===== config.mk =====
export PLATFORM = sky130hd
export DESIGN_NAME = sliding_trimmed_mean_filter
export DESIGN_NICKNAME = d
export VERILOG_FILES = /design/src/hdl/stmf_pkg.sv /design/src/hdl/sliding_trimmed_mean_filter.sv /design/src/hdl/stmf_ctrl.sv /design/src/hdl/stmf_dpath.sv
export SDC_FILE = /design/constraint.sdc
export NUM_CORES = 2
export LEC_CHECK = 0
export ABC_AREA = 1
export BUFFER_PORTS_ARGS = -buffer_cell sky130_fd_sc_hd__buf_2
export CORE_MARGIN = 2
export CORE_UTILIZATION = 35
export CTS_CLUSTER_DIAMETER = 120
export DETAILED_ROUTE_END_ITERATION = 12
export PLACE_DENSITY_LB_ADDON = 0.15
export SYNTH_ARGS = -nofsm -noshare
export SYNTH_HDL_FRONTEND = slang
export SYNTH_HIERARCHICAL = 1
export SYNTH_SLANG_ARGS = --single-unit

===== constraint.sdc =====
create_clock -name clock -period 10.45 [get_ports clock]
set_input_delay 0 -clock clock [delete_from_list [all_inputs] [get_ports clock]]
set_output_delay 0 -clock clock [all_outputs]
set_load 0.03 [all_outputs]

===== src/hdl/stmf_pkg.sv =====
// Package for the sliding trimmed-mean filter.
// Shared widths, register indexes, controller commands and status.
// No dependencies.
package stmf_pkg;

   localparam int WINDOW_MAX_DEF  = 32;
   localparam int SAMPLE_BITS_DEF = 16;

   localparam int LEN_W      = 6;
   localparam int DROP_W     = 2;
   localparam int GAIN_W     = 16;
   localparam int OFFSET_W   = 24;
   localparam int CSR_DATA_W = 24;
   localparam int CSR_IDX_W  = 2;
   localparam int OUT_W      = 32;
   localparam int FRAC_BITS  = 8;

   // drop clamping
   localparam int DROP_MAX  = 2;
   localparam int LEN_DROP2 = 6;
   localparam int LEN_DROP1 = 4;

   // reset values
   localparam logic [GAIN_W-1:0] GAIN_RESET = 16'd256;

   typedef enum logic [CSR_IDX_W-1:0] {
      CSR_WINDOW_LEN = 2'd0,
      CSR_DROP_COUNT = 2'd1,
      CSR_GAIN       = 2'd2,
      CSR_OFFSET     = 2'd3
   } csr_index_type;

   // controller to datapath
   typedef struct packed {
      logic load;
      logic bubble;
      logic insert;
      logic sum;
      logic mul;
      logic div_init;
      logic div_step;
      logic finish;
   } cmd_type;

   // datapath to controller
   typedef struct packed {
      logic replace;
      logic out_busy;
   } status_type;

endpackage


===== src/hdl/sliding_trimmed_mean_filter.sv =====
// Sliding trimmed-mean filter, top level.
// Samples arrive on the req_ stream, one result per sample leaves on the
// rsp_ stream: filtered value in rsp_tdata, window-full flag in rsp_tuser.
// The window is held as a row of sorted cells. Once the window is full,
// the oldest entry is bubbled to the top of the filled region, one cell a
// cycle; the new sample is then inserted. The cells are summed one per
// cycle, scaled by one multiply, and divided by a restoring divider
// producing one quotient bit per cycle. A new sample is taken only in
// the idle state.
// The result sits in an output register; a new sample is accepted while
// it waits. A stalled receiver holds the next result at the last step.
// Reset (synchronous, active high) empties the window and loads the
// register defaults; any CSR write also empties the window.
// Depends on stmf_pkg, stmf_ctrl, stmf_dpath.
module sliding_trimmed_mean_filter import stmf_pkg::*; #(
   parameter int WINDOW_MAX  = WINDOW_MAX_DEF,
   parameter int SAMPLE_BITS = SAMPLE_BITS_DEF,
   localparam int TDATA_W    = ((SAMPLE_BITS + 7) / 8) * 8
) (
   input  logic                  clock,
   input  logic                  reset,
   input  logic                  req_tvalid,
   output logic                  req_tready,
   input  logic [TDATA_W-1:0]    req_tdata,   // [SAMPLE_BITS-1:0] sample
   output logic                  rsp_tvalid,
   input  logic                  rsp_tready,
   output logic [OUT_W-1:0]      rsp_tdata,   // [31:0] filtered
   output logic [0:0]            rsp_tuser,   // [0] window_full
   input  logic                  csr_wen,
   input  logic [CSR_IDX_W-1:0]  csr_index,
   input  logic [CSR_DATA_W-1:0] csr_wdata
);

   localparam int IDX_W  = (WINDOW_MAX > 1) ? $clog2(WINDOW_MAX) : 1;
   localparam int CNT_W  = $clog2(WINDOW_MAX + 1);
   localparam int PROD_W = SAMPLE_BITS + CNT_W + GAIN_W;
   localparam int DIV_W  = PROD_W - 1 - FRAC_BITS;

   cmd_type          cmd;
   status_type       status;
   logic [IDX_W-1:0] step_idx;
   logic             rsp_full;

   stmf_ctrl #(
      .WINDOW_MAX (WINDOW_MAX),
      .DIV_W      (DIV_W),
      .IDX_W      (IDX_W)
   ) u_ctrl (
      .clock      (clock),
      .reset      (reset),
      .req_tvalid (req_tvalid),
      .req_tready (req_tready),
      .status     (status),
      .cmd        (cmd),
      .step_idx   (step_idx)
   );

   stmf_dpath #(
      .WINDOW_MAX  (WINDOW_MAX),
      .SAMPLE_BITS (SAMPLE_BITS),
      .IDX_W       (IDX_W),
      .CNT_W       (CNT_W),
      .DIV_W       (DIV_W)
   ) u_dpath (
      .clock        (clock),
      .reset        (reset),
      .cmd          (cmd),
      .step_idx     (step_idx),
      .status       (status),
      .sample       (req_tdata[SAMPLE_BITS-1:0]),
      .csr_wen      (csr_wen),
      .csr_index    (csr_index),
      .csr_wdata    (csr_wdata),
      .rsp_tready   (rsp_tready),
      .rsp_tvalid   (rsp_tvalid),
      .rsp_filtered (rsp_tdata),
      .rsp_full     (rsp_full)
   );

   assign rsp_tuser = rsp_full;

   // a transfer in starts the sequence, so the block is busy next cycle
   a_busy_after_accept: assert property (@(posedge clock) disable iff (reset)
      (req_tvalid && req_tready) |=> !req_tready)
      else $error("input accepted again right after a transfer");

   // at most one datapath command at a time
   a_cmd_onehot: assert property (@(posedge clock) disable iff (reset)
      $onehot0({cmd.bubble, cmd.insert, cmd.sum, cmd.mul,
                cmd.div_init, cmd.div_step, cmd.finish, cmd.load}))
      else $error("overlapping datapath commands");

   // a result is written only into a free output register
   a_finish_free: assert property (@(posedge clock) disable iff (reset)
      cmd.finish |-> (!rsp_tvalid || rsp_tready))
      else $error("result overwrote a pending output");

   // the output goes valid only through a finish step
   a_valid_source: assert property (@(posedge clock) disable iff (reset)
      $rose(rsp_tvalid) |-> $past(cmd.finish))
      else $error("output valid without a finish step");

endmodule


===== src/hdl/stmf_ctrl.sv =====
// Controller of the sliding trimmed-mean filter.
// Sequences removal, insertion, summation, scaling and division.
// Depends on stmf_pkg.
module stmf_ctrl import stmf_pkg::*; #(
   parameter int WINDOW_MAX = WINDOW_MAX_DEF,
   parameter int DIV_W      = 29,
   parameter int IDX_W      = 5
) (
   input  logic             clock,
   input  logic             reset,
   input  logic             req_tvalid,
   output logic             req_tready,
   input  status_type       status,
   output cmd_type          cmd,
   output logic [IDX_W-1:0] step_idx
);

   localparam int MAXC  = (WINDOW_MAX > DIV_W) ? WINDOW_MAX : DIV_W;
   localparam int CTR_W = (MAXC > 1) ? $clog2(MAXC) : 1;
   localparam logic [CTR_W-1:0] BUB_LAST = CTR_W'((WINDOW_MAX > 1) ? WINDOW_MAX - 2 : 0);
   localparam logic [CTR_W-1:0] SUM_LAST = CTR_W'(WINDOW_MAX - 1);
   localparam logic [CTR_W-1:0] DIV_LAST = CTR_W'(DIV_W - 1);

   typedef enum logic [7:0] {
      ST_IDLE   = 8'b0000_0001,
      ST_BUBBLE = 8'b0000_0010,
      ST_INSERT = 8'b0000_0100,
      ST_SUM    = 8'b0000_1000,
      ST_MUL    = 8'b0001_0000,
      ST_DIVI   = 8'b0010_0000,
      ST_DIV    = 8'b0100_0000,
      ST_FIN    = 8'b1000_0000
   } state_type;

   state_type        state_ff, state_in;
   logic [CTR_W-1:0] cnt_ff, cnt_in;

   assign req_tready = (state_ff == ST_IDLE);
   assign step_idx   = cnt_ff[IDX_W-1:0];

   // next state and commands
   always_comb begin
      state_in = state_ff;
      cnt_in   = cnt_ff;
      cmd      = '0;
      case (state_ff)
         ST_IDLE: begin
            if (req_tvalid) begin
               cmd.load = 1'b1;
               cnt_in   = '0;
               state_in = (status.replace && (WINDOW_MAX > 1)) ? ST_BUBBLE : ST_INSERT;
            end
         end
         ST_BUBBLE: begin
            cmd.bubble = 1'b1;
            if (cnt_ff == BUB_LAST) begin
               cnt_in   = '0;
               state_in = ST_INSERT;
            end else begin
               cnt_in = cnt_ff + 1'b1;
            end
         end
         ST_INSERT: begin
            cmd.insert = 1'b1;
            cnt_in     = '0;
            state_in   = ST_SUM;
         end
         ST_SUM: begin
            cmd.sum = 1'b1;
            if (cnt_ff == SUM_LAST) begin
               state_in = ST_MUL;
            end else begin
               cnt_in = cnt_ff + 1'b1;
            end
         end
         ST_MUL: begin
            cmd.mul  = 1'b1;
            state_in = ST_DIVI;
         end
         ST_DIVI: begin
            cmd.div_init = 1'b1;
            cnt_in       = '0;
            state_in     = ST_DIV;
         end
         ST_DIV: begin
            cmd.div_step = 1'b1;
            if (cnt_ff == DIV_LAST) begin
               state_in = ST_FIN;
            end else begin
               cnt_in = cnt_ff + 1'b1;
            end
         end
         ST_FIN: begin
            if (!status.out_busy) begin
               cmd.finish = 1'b1;
               state_in   = ST_IDLE;
            end
         end
         default: begin
            state_in = ST_IDLE;
         end
      endcase
   end

   always_ff @(posedge clock) begin
      if (reset) begin
         state_ff <= ST_IDLE;
         cnt_ff   <= '0;
      end else begin
         state_ff <= state_in;
         cnt_ff   <= cnt_in;
      end
   end

endmodule


===== src/hdl/stmf_dpath.sv =====
// Datapath of the sliding trimmed-mean filter: sorted window cells,
// accumulator, multiplier, restoring divider, output register and CSRs.
// Depends on stmf_pkg.
module stmf_dpath import stmf_pkg::*; #(
   parameter int WINDOW_MAX  = WINDOW_MAX_DEF,
   parameter int SAMPLE_BITS = SAMPLE_BITS_DEF,
   parameter int IDX_W       = 5,
   parameter int CNT_W       = 6,
   parameter int DIV_W       = 29
) (
   input  logic                          clock,
   input  logic                          reset,
   input  cmd_type                       cmd,
   input  logic [IDX_W-1:0]              step_idx,
   output status_type                    status,
   input  logic signed [SAMPLE_BITS-1:0] sample,
   input  logic                          csr_wen,
   input  logic [CSR_IDX_W-1:0]          csr_index,
   input  logic [CSR_DATA_W-1:0]         csr_wdata,
   input  logic                          rsp_tready,
   output logic                          rsp_tvalid,
   output logic [OUT_W-1:0]              rsp_filtered,
   output logic                          rsp_full
);

   localparam int W      = WINDOW_MAX;
   localparam int S      = SAMPLE_BITS;
   localparam int LX_W   = CNT_W + 3;
   localparam int LC_W   = ((LEN_W > CNT_W) ? LEN_W : CNT_W) + 1;
   localparam int SUM_W  = S + CNT_W;
   localparam int PROD_W = SUM_W + GAIN_W;
   localparam int R_W    = (DIV_W + 2 > OUT_W + 1) ? DIV_W + 2 : OUT_W + 1;

   localparam logic signed [R_W-1:0] SAT_MAX = R_W'({1'b0, {(OUT_W-1){1'b1}}});
   localparam logic signed [R_W-1:0] SAT_MIN = -SAT_MAX - R_W'(1);

   // window cells
   logic signed [S-1:0] val_ff [W];
   logic signed [S-1:0] val_in [W];
   logic [IDX_W-1:0]    age_ff [W];
   logic [IDX_W-1:0]    age_in [W];
   logic [W-1:0]        dead_ff, dead_in;
   logic [W-1:0]        gt;

   // control state
   logic [CNT_W-1:0]  fill_ff, fill_in;
   logic [IDX_W-1:0]  ns_ff, ns_in;
   logic [CNT_W-1:0]  len_ff, len_in;
   logic [DROP_W-1:0] drop_ff, drop_in;
   logic signed [GAIN_W-1:0]   gain_ff, gain_in;
   logic signed [OFFSET_W-1:0] offset_ff, offset_in;
   logic rsp_valid_ff, rsp_valid_in;

   // payload
   logic signed [S-1:0]      x_ff, x_in;
   logic [CNT_W-1:0]         n_ff, n_in;
   logic [CNT_W-1:0]         first_ff, first_in;
   logic [CNT_W-1:0]         last_ff, last_in;
   logic [CNT_W-1:0]         count_ff, count_in;
   logic                     full_ff, full_in;
   logic signed [SUM_W-1:0]  acc_ff, acc_in;
   logic signed [PROD_W-1:0] prod_ff, prod_in;
   logic                     neg_ff, neg_in;
   logic [DIV_W-1:0]         quo_ff, quo_in;
   logic [CNT_W-1:0]         rem_ff, rem_in;
   logic [OUT_W-1:0]         filt_ff, filt_in;
   logic                     rfull_ff, rfull_in;

   logic [LX_W-1:0] fillx, lenx, nx;
   assign fillx = LX_W'(fill_ff);
   assign lenx  = LX_W'(len_ff);
   assign nx    = LX_W'(n_ff);

   assign status.replace  = (fillx >= lenx);
   assign status.out_busy = rsp_valid_ff && !rsp_tready;

   assign rsp_tvalid   = rsp_valid_ff;
   assign rsp_filtered = filt_ff;
   assign rsp_full     = rfull_ff;

   // insertion compares, one per cell
   always_comb begin
      for (int i = 0; i < W; i++) begin
         gt[i] = (LX_W'(i) >= nx) || (val_ff[i] > x_ff);
      end
   end

   // cell next values
   for (genvar i = 0; i < W; i++) begin : g_cell
      logic signed [S-1:0] up_v, dn_v;
      logic [IDX_W-1:0]    up_a, dn_a;
      logic                dn_d, gt_dn, in_fill, up_in_fill;

      if (i < W - 1) begin : g_up
         assign up_v = val_ff[i+1];
         assign up_a = age_ff[i+1];
      end else begin : g_top
         assign up_v = val_ff[i];
         assign up_a = age_ff[i];
      end

      if (i > 0) begin : g_dn
         assign dn_v  = val_ff[i-1];
         assign dn_a  = age_ff[i-1];
         assign dn_d  = dead_ff[i-1];
         assign gt_dn = gt[i-1];
      end else begin : g_bot
         assign dn_v  = val_ff[i];
         assign dn_a  = age_ff[i];
         assign dn_d  = 1'b0;
         assign gt_dn = 1'b0;
      end

      assign in_fill    = (LX_W'(i) < fillx);
      assign up_in_fill = (LX_W'(i + 1) < fillx);

      always_comb begin
         val_in[i]  = val_ff[i];
         age_in[i]  = age_ff[i];
         dead_in[i] = dead_ff[i];
         if (cmd.load) begin
            // mark the oldest entry for removal
            dead_in[i] = status.replace && in_fill && (age_ff[i] == ns_ff);
         end else if (cmd.bubble) begin
            // move the marked entry one cell up
            if (dead_ff[i] && up_in_fill) begin
               val_in[i]  = up_v;
               age_in[i]  = up_a;
               dead_in[i] = 1'b0;
            end else if (dn_d && in_fill) begin
               val_in[i]  = dn_v;
               age_in[i]  = dn_a;
               dead_in[i] = 1'b1;
            end
         end else if (cmd.insert) begin
            // larger entries shift up, new sample lands after equal ones
            dead_in[i] = 1'b0;
            if (gt_dn) begin
               val_in[i] = dn_v;
               age_in[i] = dn_a;
            end else if (gt[i]) begin
               val_in[i] = x_ff;
               age_in[i] = ns_ff;
            end
         end
      end
   end

   // scalar datapath
   logic [LC_W-1:0]         len_req;
   logic [DROP_W-1:0]       k;
   logic [LX_W-1:0]         kx, stepx, ns_inc;
   logic signed [PROD_W-1:0] mag;
   logic [CNT_W:0]          rem_sh;
   logic signed [R_W-1:0]   qx, rx;

   always_comb begin
      fill_in      = fill_ff;
      ns_in        = ns_ff;
      len_in       = len_ff;
      drop_in      = drop_ff;
      gain_in      = gain_ff;
      offset_in    = offset_ff;
      rsp_valid_in = rsp_valid_ff;
      x_in         = x_ff;
      n_in         = n_ff;
      first_in     = first_ff;
      last_in      = last_ff;
      count_in     = count_ff;
      full_in      = full_ff;
      acc_in       = acc_ff;
      prod_in      = prod_ff;
      neg_in       = neg_ff;
      quo_in       = quo_ff;
      rem_in       = rem_ff;
      filt_in      = filt_ff;
      rfull_in     = rfull_ff;

      // window length request, zero as one, clamped to the window size
      len_req = LC_W'(csr_wdata[LEN_W-1:0]);
      if (len_req == '0) begin
         len_req = LC_W'(1);
      end
      if (len_req > LC_W'(W)) begin
         len_req = LC_W'(W);
      end

      // effective drop per end
      k = drop_ff;
      if (k >= DROP_W'(DROP_MAX)) begin
         k = DROP_W'(DROP_MAX);
         if (lenx < LX_W'(LEN_DROP2)) begin
            k = DROP_W'(1);
         end
      end
      if (lenx < LX_W'(LEN_DROP1)) begin
         k = '0;
      end
      kx     = LX_W'(k);
      stepx  = LX_W'(step_idx);
      ns_inc = LX_W'(ns_ff) + LX_W'(1);

      mag    = prod_ff[PROD_W-1] ? -prod_ff : prod_ff;
      rem_sh = {rem_ff, quo_ff[DIV_W-1]};
      qx     = R_W'($signed({1'b0, quo_ff}));
      if (neg_ff) begin
         qx = -qx;
      end
      rx = qx + R_W'(offset_ff);

      // configuration writes restart the fill
      if (csr_wen) begin
         fill_in = '0;
         ns_in   = '0;
         case (csr_index)
            CSR_WINDOW_LEN: len_in    = len_req[CNT_W-1:0];
            CSR_DROP_COUNT: drop_in   = csr_wdata[DROP_W-1:0];
            CSR_GAIN:       gain_in   = csr_wdata[GAIN_W-1:0];
            CSR_OFFSET:     offset_in = csr_wdata[OFFSET_W-1:0];
            default:        len_in    = len_ff;
         endcase
      end

      // transfer taken
      if (cmd.load) begin
         x_in = sample;
         if (status.replace) begin
            n_in = fill_ff - 1'b1;
         end else begin
            n_in    = fill_ff;
            fill_in = fill_ff + 1'b1;
         end
      end

      // trim bounds and ring advance
      if (cmd.insert) begin
         acc_in  = '0;
         full_in = (fillx >= lenx);
         ns_in   = (ns_inc >= lenx) ? '0 : ns_inc[IDX_W-1:0];
         if (fillx >= lenx) begin
            first_in = CNT_W'(k);
            last_in  = CNT_W'(lenx - kx - LX_W'(1));
            count_in = CNT_W'(lenx - kx - kx);
         end else begin
            first_in = '0;
            last_in  = fill_ff - 1'b1;
            count_in = fill_ff;
         end
      end

      // one cell per cycle into the accumulator
      if (cmd.sum) begin
         if ((stepx >= LX_W'(first_ff)) && (stepx <= LX_W'(last_ff))) begin
            acc_in = acc_ff + SUM_W'(val_ff[step_idx]);
         end
      end

      if (cmd.mul) begin
         prod_in = PROD_W'(acc_ff) * PROD_W'(gain_ff);
      end

      // divide |prod| / 256 by count, one quotient bit per cycle
      if (cmd.div_init) begin
         neg_in = prod_ff[PROD_W-1];
         quo_in = mag[PROD_W-2:FRAC_BITS];
         rem_in = '0;
      end

      if (cmd.div_step) begin
         if (rem_sh >= {1'b0, count_ff}) begin
            rem_in = CNT_W'(rem_sh - {1'b0, count_ff});
            quo_in = {quo_ff[DIV_W-2:0], 1'b1};
         end else begin
            rem_in = rem_sh[CNT_W-1:0];
            quo_in = {quo_ff[DIV_W-2:0], 1'b0};
         end
      end

      // output register
      if (cmd.finish) begin
         if (rx > SAT_MAX) begin
            filt_in = SAT_MAX[OUT_W-1:0];
         end else if (rx < SAT_MIN) begin
            filt_in = SAT_MIN[OUT_W-1:0];
         end else begin
            filt_in = rx[OUT_W-1:0];
         end
         rfull_in     = full_ff;
         rsp_valid_in = 1'b1;
      end else if (rsp_tready) begin
         rsp_valid_in = 1'b0;
      end
   end

   // registers with reset
   always_ff @(posedge clock) begin
      if (reset) begin
         fill_ff      <= '0;
         ns_ff        <= '0;
         len_ff       <= CNT_W'(1);
         drop_ff      <= '0;
         gain_ff      <= GAIN_RESET;
         offset_ff    <= '0;
         rsp_valid_ff <= 1'b0;
         dead_ff      <= '0;
      end else begin
         fill_ff      <= fill_in;
         ns_ff        <= ns_in;
         len_ff       <= len_in;
         drop_ff      <= drop_in;
         gain_ff      <= gain_in;
         offset_ff    <= offset_in;
         rsp_valid_ff <= rsp_valid_in;
         dead_ff      <= dead_in;
      end
   end

   // payload registers
   always_ff @(posedge clock) begin
      val_ff   <= val_in;
      age_ff   <= age_in;
      x_ff     <= x_in;
      n_ff     <= n_in;
      first_ff <= first_in;
      last_ff  <= last_in;
      count_ff <= count_in;
      full_ff  <= full_in;
      acc_ff   <= acc_in;
      prod_ff  <= prod_in;
      neg_ff   <= neg_in;
      quo_ff   <= quo_in;
      rem_ff   <= rem_in;
      filt_ff  <= filt_in;
      rfull_ff <= rfull_in;
   end

endmodule

After elaboration in Yosys (flattened, before gate mapping):

Cells that the tools add are included.

* register bits: 947
* input port bits: 47
* output and inout port bits: 35
* word-level logic and storage cells: 1164

* add/subtract/negate cells: 12
* multipliers: 1
* $lt $le $gt $ge: 109
* eq/ne operators: 118
* muxes and demuxes: 561
* bitwise logic cells: 2
* reduce and logical (&&, ||, !) cells: 242

Operator list (count)
* two-way mux 16 bit: 192
* two-way mux 5 bit: 197
* > comparator 16 bit: 32
* equality test 5 bit: 32
* two-way mux 1 bit: 141
* AND reduction 4 bit: 32
* != test 4 x 1 -> 1 bit (second input constant): 31
* logical AND 1 bit: 98
* >= comparator 5 x 6 -> 1 bit (first input constant): 16
* less-than comparator 5 x 6 -> 1 bit (first input constant): 16
* nonzero test 3 bit: 32
* != test 3 x 1 -> 1 bit (second input constant): 31
* binary-select mux 16 bit (select 5 bit): 1
* AND reduction 2 bit: 36
* two-way mux 22 bit: 3
* two-way mux 6 bit: 11
* one-hot mux 8 bit (8 select lines): 1
* two-way mux 29 bit: 2
* >= comparator 4 x 6 -> 1 bit (first input constant): 8
* less-than comparator 4 x 6 -> 1 bit (first input constant): 8
* two-way mux 8 bit: 5
* multiplier 22 x 16 -> 38 bit: 1
* two-way mux 37 bit: 1
* negation 37 bit: 1
* other kinds (55): 117

Logic depth before layout (Yosys ltp):

* depth in word-level cells: 7
* depth in mapped cells: 28
* gate-level depth less buffers: 26

By module:

The synthesis kept the hierarchy.

By module, submodules not included
* stmf_dpath: times used 1, cells an instance 12863, area each 91161.2 um^2, sequential area each 26785.7 um^2
* stmf_ctrl: times used 1, cells an instance 139, area each 993.5 um^2, sequential area each 260.2 um^2

Least setup slack after synthesis:

OpenSTA, ideal clock, no wires.

* path type: register to register
* start: register u_dpath.acc_ff[21]
* end: register u_dpath.prod_ff[37] (data pin)
* setup time: 258 ps
* arrival time: 5972 ps
* data required time: 10192 ps
* path slack: 4221 ps
* cell stages (with the launch flop): 23
* buffers on the path: 2
* period minus slack after synthesis: 6229 ps
* path through: dfxtp_1 > clkbuf_1 > buf_1 > nand2_1 > inv_1 > fa_1 > fa_1 > inv_1 > fa_1 > inv_1 > fa_1 > fa_1 > inv_1 > fa_1 > inv_1 > ha_1 > nand2_1 > nor2_1 > nand2_1 > nor4_1 > nand3_1 > nand3_1 > xnor2_1

* longest elaborated chain between the ends: 1

RTL lines
* from (decl): RTL line stmf_dpath.sv:61 `logic signed [SUM_W-1:0] acc_ff, acc_in;`
* from (signal assigned): RTL line stmf_dpath.sv:328 `acc_ff <= acc_in;`
* multiplier 22 x 16 -> 38 bit: RTL line stmf_dpath.sv:259 `prod_in = PROD_W'(acc_ff) * PROD_W'(gain_ff);`
* to (signal assigned): RTL line stmf_dpath.sv:329 `prod_ff <= prod_in;`
* to (decl): RTL line stmf_dpath.sv:62 `logic signed [PROD_W-1:0] prod_ff, prod_in;`

Every way passes these cells.
A chain may end at the register's enable or synchronous reset.

Final worst setup path:

* start: register u_dpath.gain_ff[1]
* end: register u_dpath.prod_ff[34] (data pin)

* longest elaborated chain between the ends: 1

RTL lines
* from (decl): RTL line stmf_dpath.sv:50 `logic signed [GAIN_W-1:0] gain_ff, gain_in;`
* from (signal assigned): RTL line stmf_dpath.sv:311 `gain_ff <= gain_in;`
* multiplier 22 x 16 -> 38 bit: RTL line stmf_dpath.sv:259

Every way passes these cells.

==> summary.txt <==
Outcome
  – Status: finished clean

Power
  – Switching power: between 10 and 15 mW
  – Clock network power share: 0.198
  – Switching Fraction: 0.5026
  – Power Dens Cells: 229.9 nW/um^2
  – Internal Power: 11.54 mW
  – Seq pwr share: 0.252
  – Peak VDD IR: 0.0001363 V
  – P_leak: approximately 48 nW
  – Combinational Power Share: 0.550

Setup path
  – Critical Path Fanout Max: 23
  – Setup CP Type: register to register
  – CP top delay family: adder cells
  – WP data required: 11000 ps
  – Max incr delay on CP: 1010 ps
  – Critical path buffers and inverters: 5
  – CP max stage cell: dfxtp_1
  – CP cell instances: nand2_1 > inv_1 > fa_1 > fa_1 > inv_1 > fa_1 > inv_1 > fa_1 > fa_1 > inv_1 > fa_1 > inv_1 > ha_1 > nand2_1 > nand2_1 > a31oi_1 > o21ai_0 > a21oi_1 > nand2_1 > nand2_1 > nand2_1 > xor2_1
  – Worst Setup Start Kind: register
  – Worst EP arrival: 7680 ps
  – R2r setup slk: 3320 ps
  – Crit path capture type: register

STA
  – Setup Skew: 79.75 ps
  – F_max: about 140 MHz
  – Period Utilization, post-route: 0.6824
  – Setup TNS: 0 ps
  – Final hold vios: 0
  – Setup Viol. Count Final: 0
  – Worst-Margin Slew: 1421 ps
  – Slew HR: 0.04845
  – RSZ-0062 raised after global routing: false
  – Period minus WS final: between 7000 and 8000 ps
  – Slew Limit Fails: 0

Clock tree
  – CTS tree: yes
  – Clock H-tree levels: 4
  – Root buffer cell: clkbuf_16
  – TritonCTS buffer count: roughly 140
  – Longest Clk Path Bufs: 4
  – Clock Latency Late Sink: 860 ps
  – Clk sink count: 943
  – Setup Buffers After CTS: 0
  – Post_cts resized: 0
  – Clock Pin Slew Worst Setup and Hold Paths: around 50 ps

Placement
  – Placed cell count: 16.02k
  – Port Buffer Count: 81
  – GP Congestion: 0.9529
  – Post-DP HPWL: between 200 and 300 mm

Detailed routing
  – Via Count: approximately 90k
  – Routed WL: roughly 380 mm
  – Drt first-iter violations: slightly below 10k
  – DRT Pass-1 Iters: 8
  – Drt drc: 0
  – Antenna viol nets, final: 0
  – Avg WL per Cell: between 20 and 25 um
  – Drt via density: 5.618

Cells and area
  – Util after Layout: 0.3852
  – Filler Cells Inserted: 27.52k
  – Multi-input gate area: 55490 um^2
  – Share of cells above drive strength 1: 0.04949
  – Final layout net count: between 10k and 15k
  – Most frequent cells in the layout: 3006 x nand2_1, 1688 x inv_1, 1594 x nand3_1
  – Seq. cell area: 27060 um^2
  – Commonest non-fill, non-tap cell in the layout: nand2_1
  – Post-Layout Cell Count: 16.37k
  – Area grow syn2layout: 9.518%

Yosys
  – Syn Inst Count: 13.00k
  – Post-synth EDFFs: 816
  – Synthesized area per cell: 7.088 um^2
  – Yosys reg bits: 943
  – Most common flop cell mapped by yosys: edfxtp_1
  – Sequential share of the synthesized area: 0.2935
  – Async set or reset register ratio after synthesis: 0
  – Synth unique cells: 63
  – Synthesized area: just over 90000 um^2
  – Net Count, Synth: 14.10k
  – Synthesis warning total: 6

Global route
  – Total gr overflow: 0
  – First-pass GRT wire length: around 570 mm
  – Total GRT Usage: 0.2778
  – Initial antenna violation count: 7
  – Largest net degree at the start of global routing: around 210
  – Vias in the first global route: 87.31k

Floorplan
  – Area of the core: 262000 um^2
  – Die area: about 270000 um^2
  – Initial Util: 0.3517
  – Die Wd: 517.1 um
  – Floorplan row count: approximately 190
  – Die height: 517.1 um
  – Top-Level Pins: 82

Job
  – Total of max-cap violations: 0

Hold path
  – Min-delay worst type: input pin to register
==> flip-flops by register name (all words and copies together) (netlist names), 22 cells and up <==
signal	flops
u_dpath/quo_ff	29
u_dpath/acc_ff	22
u_dpath/g_cell.up_a	145
u_dpath/prod_ff	38
u_dpath/offset_ff	24
u_dpath/g_cell.dn_v	48
u_dpath/dead_ff	32
u_dpath/g_cell.up_v	464
u_dpath/rsp_filtered	32
==> power by group through the flow <==
| stage | clock network (mW) | registers (mW) | logic, mW |
|---|---|---|---|
| after global placement | 0 | 5.90 | 12.3 |
| after floorplan | 0 | 5.44 | 8.54 |
| final | 4.60 | 5.84 | 12.8 |
| after CTS | 4.70 | 5.83 | 12.6 |
| after global routing | 4.81 | 5.88 | 14.2 |
| after detailed placement | 0 | 5.90 | 12.5 |
==> per-stage QoR <==
step | hold slack [ps] | setup slack (ps) | power [mW] | cell area, um^2
6_report | 14.85 | 3319 | 23.20 | 100900
5_1_grt | 9.003 | 2864 | 24.88 | 100900
4_1_cts | 0.2897 | 3309 | 23.13 | 100900
3_5_place_dp | 178.1 | 3325 | 18.44 | 95700
3_3_place_gp | 178.8 | 3162 | 18.18 | 95700
2_1_floorplan | 69.07 | 4221 | 13.98 | 92150
==> what timing repair did <==
action / in CTS / in global routing
setup endpoints to repair: 0 / 0
hold buffers: 102 / 0
hold endpoints to repair: 96 / 0
==> layer usage <==
layer | global-route usage | share of wire
met1 | 0.3747 | 0.43
met2 | 0.4398 | 0.45
met3 | 0.04116 | 0.075
met4 | 0.1216 | 0.049
met5 | 0 | 0.00018
==> worst paths after layout <==
check | depth (start not counted) | endpoint | start
min | 2 | u_dpath/x_ff[0]$_DFFE_PP_ | req_tdata[0]
min reg2reg | 0 | u_dpath/rsp_full$_DFFE_PP_ | u_dpath/full_ff$_DFFE_PP_
max | 22 | u_dpath/prod_ff[34]$_DFFE_PP_ | u_dpath/gain_ff[1]$_SDFFE_PP0P_
max reg2reg | 22 | u_dpath/prod_ff[34]$_DFFE_PP_ | u_dpath/gain_ff[1]$_SDFFE_PP0P_
==> synthesized netlist by cell type, types with 48 or more instances <==
cell         n  area share
a21oi_1   1361       0.074
fa_1       351       0.076
xor2_1     108       0.010
edfxtp_1   816        0.27
nor2_1     534       0.022
clkbuf_1   563       0.023
o22ai_1     48      0.0033
buf_1       95      0.0039
buf_2      132      0.0072
nand4_1     75      0.0051
nand3_1   1595       0.087
nor3_1      67      0.0036
dfxtp_1    127       0.028
ha_1       698       0.095
o21ai_0   1203       0.065
inv_1     1710       0.070
o21ai_1     78      0.0042
nand2_1   3007        0.12
==> area by class of cell <==
class / instances / share of cell area
clock buffer: 184 / 0.03748
clock inverter: 59 / 0.004041
antenna: 5 / 0.0001240
timing repair buffer: 407 / 0.03154
multi-input combinational: 9519 / 0.5499
sequential: 943 / 0.2681
inverter: 1739 / 0.06526
tap: 3515 / 0.04358
==> kinds of logic after synthesis <==
kind of cell    after synthesis  synth area share
flops                       943            0.2935
fa+ha+maj                  1049            0.1710
mux                           1         0.0001086
simple gates               5400            0.2495
compound gates             2922            0.1662
xor+xnor                    147           0.01397
buf+inv                    2540            0.1057
(Power assumes the default switching activity.)
